**src/hw/rtl/dupf_pkg.sv**
```systemverilog
// ----------------------------------------------------------------------------
// dupf_pkg
// Shared types and constants of the duplicate alert filter: key layout,
// register indexes, field widths and the position rounding function.
// ----------------------------------------------------------------------------
package dupf_pkg;

  // Number of keys held in the cell ring
  localparam int unsigned DEPTH         = 64;
  // Fraction bits of the incoming positions
  localparam int unsigned POS_FRAC_BITS = 8;

  // Field widths
  localparam int unsigned SNO_W  = 32;
  localparam int unsigned RAW_W  = 32;
  // Rounded position: one bit more than the integer part, so that
  // +2^(RAW_W-F-1) and -2^(RAW_W-F-1) stay distinct
  localparam int unsigned POS_W  = RAW_W + 1 - POS_FRAC_BITS;
  localparam int unsigned ENT_W  = 7;
  localparam int unsigned CNT_W  = $clog2(DEPTH + 1);
  localparam int unsigned MW     = (CNT_W > ENT_W) ? CNT_W : ENT_W;

  // Stream payload widths
  localparam int unsigned IN_DATA_W  = 96;
  localparam int unsigned OUT_DATA_W = 8;

  // Configuration port
  localparam int unsigned CFG_ADDR_W = 1;
  localparam int unsigned CFG_DATA_W = 7;
  localparam logic [CFG_ADDR_W-1:0] REG_LOOP_PREV   = 1'd0;
  localparam logic [CFG_ADDR_W-1:0] REG_MAX_ENTRIES = 1'd1;

  localparam logic [ENT_W-1:0] MAX_ENTRIES_RST = 7'd64;

  // One stored key
  typedef struct packed {
    logic        [SNO_W-1:0] sno;
    logic signed [POS_W-1:0] x;
    logic signed [POS_W-1:0] y;
  } key_t;

  // Per-cycle control of every cell in the ring
  typedef struct packed {
    logic rotate;  // take the key from the next cell
    logic insert;  // take the key from the previous cell
  } cell_ctrl_t;

  // Round a fixed-point position to an integer, halves away from zero.
  // Negative values use ceil((v - half) / 2^F) = (v + half - 1) >>> F.
  function automatic logic signed [POS_W-1:0] round_pos(input logic [RAW_W-1:0] raw);
    logic signed [RAW_W:0] ext;
    logic signed [RAW_W:0] half;
    logic signed [RAW_W:0] adj;
    logic signed [RAW_W:0] sum;
    logic signed [RAW_W:0] shr;
    ext  = $signed({raw[RAW_W-1], raw});
    half = (POS_FRAC_BITS == 0) ? '0 : (RAW_W + 1)'(1) <<< (POS_FRAC_BITS - 1);
    adj  = (POS_FRAC_BITS == 0) ? '0 : (RAW_W + 1)'(raw[RAW_W-1]);
    sum  = ext + half - adj;
    shr  = sum >>> POS_FRAC_BITS;
    return shr[POS_W-1:0];
  endfunction

endpackage

```
**src/hw/rtl/dupf_cell.sv**
```systemverilog
// ----------------------------------------------------------------------------
// dupf_cell
// One key cell of the ring. Rotates toward the head during a search and
// shifts toward the tail when a new key is pushed in.
// ----------------------------------------------------------------------------
module dupf_cell (
  input  logic               clk_i,
  input  dupf_pkg::cell_ctrl_t ctrl_i,
  input  dupf_pkg::key_t     prev_i,
  input  dupf_pkg::key_t     next_i,
  output dupf_pkg::key_t     data_o
);
  import dupf_pkg::*;

  key_t data_q;

  // Payload only, no reset needed
  always_ff @(posedge clk_i) begin
    if (ctrl_i.insert) begin
      data_q <= prev_i;
    end else if (ctrl_i.rotate) begin
      data_q <= next_i;
    end
  end

  assign data_o = data_q;

endmodule

```
**config.mk**
```make
export PLATFORM = sky130hd
export DESIGN_NAME = dupf_cell
export DESIGN_NICKNAME = d
export VERILOG_FILES = /design/src/hw/rtl/dupf_pkg.sv /design/src/hw/rtl/dupf_cell.sv
export SDC_FILE = /design/constraint.sdc
export NUM_CORES = 1
export LEC_CHECK = 0
export BUFFER_PORTS_ARGS = -buffer_cell sky130_fd_sc_hd__buf_2
export CAP_MARGIN = 40
export CORE_AREA = 2 2 97 99
export DETAILED_ROUTE_END_ITERATION = 12
export DIE_AREA = 0 0 99 101
export PLACE_DENSITY = 0.83
export SYNTH_ARGS = -nofsm -noshare
export SYNTH_HDL_FRONTEND = slang
export SYNTH_SLANG_ARGS = --single-unit
```
**constraint.sdc**
```tcl
create_clock -name clk_i -period 4.8 [get_ports clk_i]
set_input_delay 0.24 -clock clk_i [delete_from_list [all_inputs] [get_ports clk_i]]
set_output_delay 0.24 -clock clk_i [all_outputs]
set_load 0.01 [all_outputs]
```
# Word level (Yosys, flattened, before mapping)
# Cells that the tools add are included.
[classes] mux=2 n_reduce_logical=1
[ops] op="$mux 82" n=2
[ops] op="$reduce_bool 2->1" n=1
[word_totals] regBits=82 out_inout_bits=82 wordCells=6

# Longest topological paths before layout
[depth] ltp_word=2 depth_mapped=3 ltp_nobuf=1

# Worst setup path after synthesis
# No wires, ideal clock.
[synth_path] path_type="in2reg" startpoint="in ctrl_i[0] (netlist bit)" endpoint="reg data_q, in the netlist data_o[0] (enable)" slack_ns=2.790 cell_stages=3 arrival_time_ns=1.605 required_ns=4.395 path_buffers=2 path_cell_list="buf_6 > buf_6 > or2_2"
[synth_via] elab_chain_cells=1
[synth_rtl] element="start, declared" line="dupf_cell.sv:8" text="input dupf_pkg::cell_ctrl_t ctrl_i,"
[synth_rtl] element="$reduce_bool 2->1 (no source line)"
[synth_rtl] element="end signal, assigned" line="dupf_cell.sv:20" text="data_q <= prev_i;"
[synth_rtl] element="end signal, assigned" line="dupf_cell.sv:22" text="data_q <= next_i;"
[synth_rtl] element="end, declared" line="dupf_cell.sv:15" text="key_t data_q;"
# No other way between the ends.
# A chain may end at the register's enable or synchronous reset.

# Worst setup path after layout
[layout_path] startpoint="in ctrl_i[0] (netlist bit)" endpoint="reg data_q, in the netlist data_o[9], data pin"
[layout_via] elab_chain_cells=1
[layout_rtl] element="$mux 82" line="dupf_cell.sv:19" text="if (ctrl_i.insert) begin"
# No other way between the ends.

==> results.toml <==
[place]
place_congestion = 0.738
dp_hpwl_um = 6460
placed_area_mm2 = 0.00506
port_buffers = 248

[floorplanning]
pin_count = 249
start_util_pct = 41.7
die_w_um = 99
coreArea_mm2 = 0.00898
core.rowCount = 35
die_area_mm2 = 0.0100
fp.dieH_um = 101

[clocking]
cts_buffers = 9
cts.path.max_buffers = 2
path_clk_slew_ns = 0.08
ctsResizeCount = 0
cts_tree = "yes"
ctsHoldBuffers = 0
cts.htree.levels = 3
cts.sinks = 82
post_cts_buffers = 0
root_buffer = "clkbuf_8"

[cells_and_area]
drive_gt1_share_pct = 80.3
fillers = 726
stdcell_area_mm2 = 0.00525
num_antenna_cells = 0
largest_register_ffs = 82
final_cell_mix = "247 x buf_2, 82 x edfxtp_1, 69 x mux2_4, 13 x mux2_2, 9 x clkbuf_8"
nets = 593
post-route-util_pct = 58.5
final_common_cell = "buf_2"
syn2layout_area_growth_pct = 40.1

[sta]
setup_viol_count_final = 0
fmax_mhz = 536
period_share_pct = 38.9
fin_hold_ws_ns = 0.197
hold_viol_final = 0
rsz0062_at_grt = "no"
finalCriticalPeriod_ns = 1.87
tightest_slew_ns = 0.723
setup_tns_ns = 0
slew_headroom_pct = 51.8
finalMaxSlewViolations = 0

[route]
dr.first_iter.drc_count = 53
drcViolationCount = 0
wl_per_cell_um = 15.2
ant_nets = 0
finalWirelength_um = 8250
vias = 2498
via_per_inst = 4.61
drtPass1Iterations = 4

[global_route]
grt_overflow_total = 0
grt_max_degree = 44
antenna_found_initial = 0
grt_first_pass_wirelength_um = 12100
first_global_vias = 2624
grtUsageTotal_pct = 15.8

[critical_path]
cp-start-kind = "input port"
required_ns = 4.89
worstPathCellList = "buf_4 > buf_4 > mux2_2"
critPathKind = "input port to flip-flop"
cp_common_cell = "buf_4"
critical_path.max_fanout = 43
worstPathArrival_ns = 1.95
critPathCaptureType = "flip-flop"
max_stage_delay_ns = 0.67
slowest_stage = "buf_4"

[synthesis]
ys_seq_area_share_pct = 65.7
synth_area_mm2 = 0.00375
synth_area_per_cell_um2 = 21.5
syn_inst = 174
yosysUniqueCellTypes = 6
synth_fp_nets = 341
yosysWarningCount = 0
ys_ff_latch = 82

[status]
status = "finished clean"

[hold_path]
hp-class = "input port to flip-flop"

[flow_run]
max-cap-violations = 0

[power]
power_leakage_nw = 2.54
ir_worst_vdd_v = 0.000139
power.density_mw_per_mm2 = 321
-- Yosys cell counts (all sizes together) --
cell / n / area (µm²)
edfxtp: 82 / 2460
buf: 9 / 95.1
mux2: 82 / 1180
or2: 1 / 6.26
-- area by class of cell --
cell class / instances / area (µm²) / area share, %
Sequential cell: 82 / 2460 / 46.9
Timing Repair Buffer: 250 / 1270 / 24.2
Multi-Input combinational cell: 83 / 1190 / 22.7
Tap cell: 111 / 139 / 2.65
Clock buffer: 10 / 128 / 2.43
Clock inverter: 6 / 56.3 / 1.07
-- metrics by stage --
stage                     instances  setup WS (ns)  total power [W]
after floorplan                 174           2.79          0.00108
after global placement          525           2.61          0.00122
after detailed placement        526           2.58          0.00123
after CTS                       542           2.95          0.00171
after global routing            542           2.88          0.00176
final                           542           2.93          0.00168
-- where the power goes --
part	switching (W)	internal [W]
logic	0.000137	0.000176
registers	0.0000188	0.000878
clock network	0.000235	0.000237
-- worst paths after layout --
path,startpoint,endpoint,slack [ns],cells past startpoint
max,ctrl_i[0],data_o[9],2.93,3
min,prev_i[21],data_o[21],0.20,2
-- worst max-delay path, delay by kind of cell --
kind                   cells  cell delay (ns)
buffers and inverters      2             1.21
muxes                      1             0.40
-- layer usage --
metal,GRT usage (%),wire [µm],vias up
met1,15.8,2880,1159
met2,29.6,4440,144
met3,6.31,809,11
met4,5.48,110,0
met5,0,0,-
li1,-,-,1184
-- logic make-up (layout without fill, tap and decap cells) --
group                  after synthesis  after routing  share of synthesized area, %
muxes                               82             82                          31.6
and+or+nand+nor                      1              1                         0.167
DFF                                 82             82                          65.7
buffers and inverters                9            266                          2.54
(Power assumes the default switching activity.)
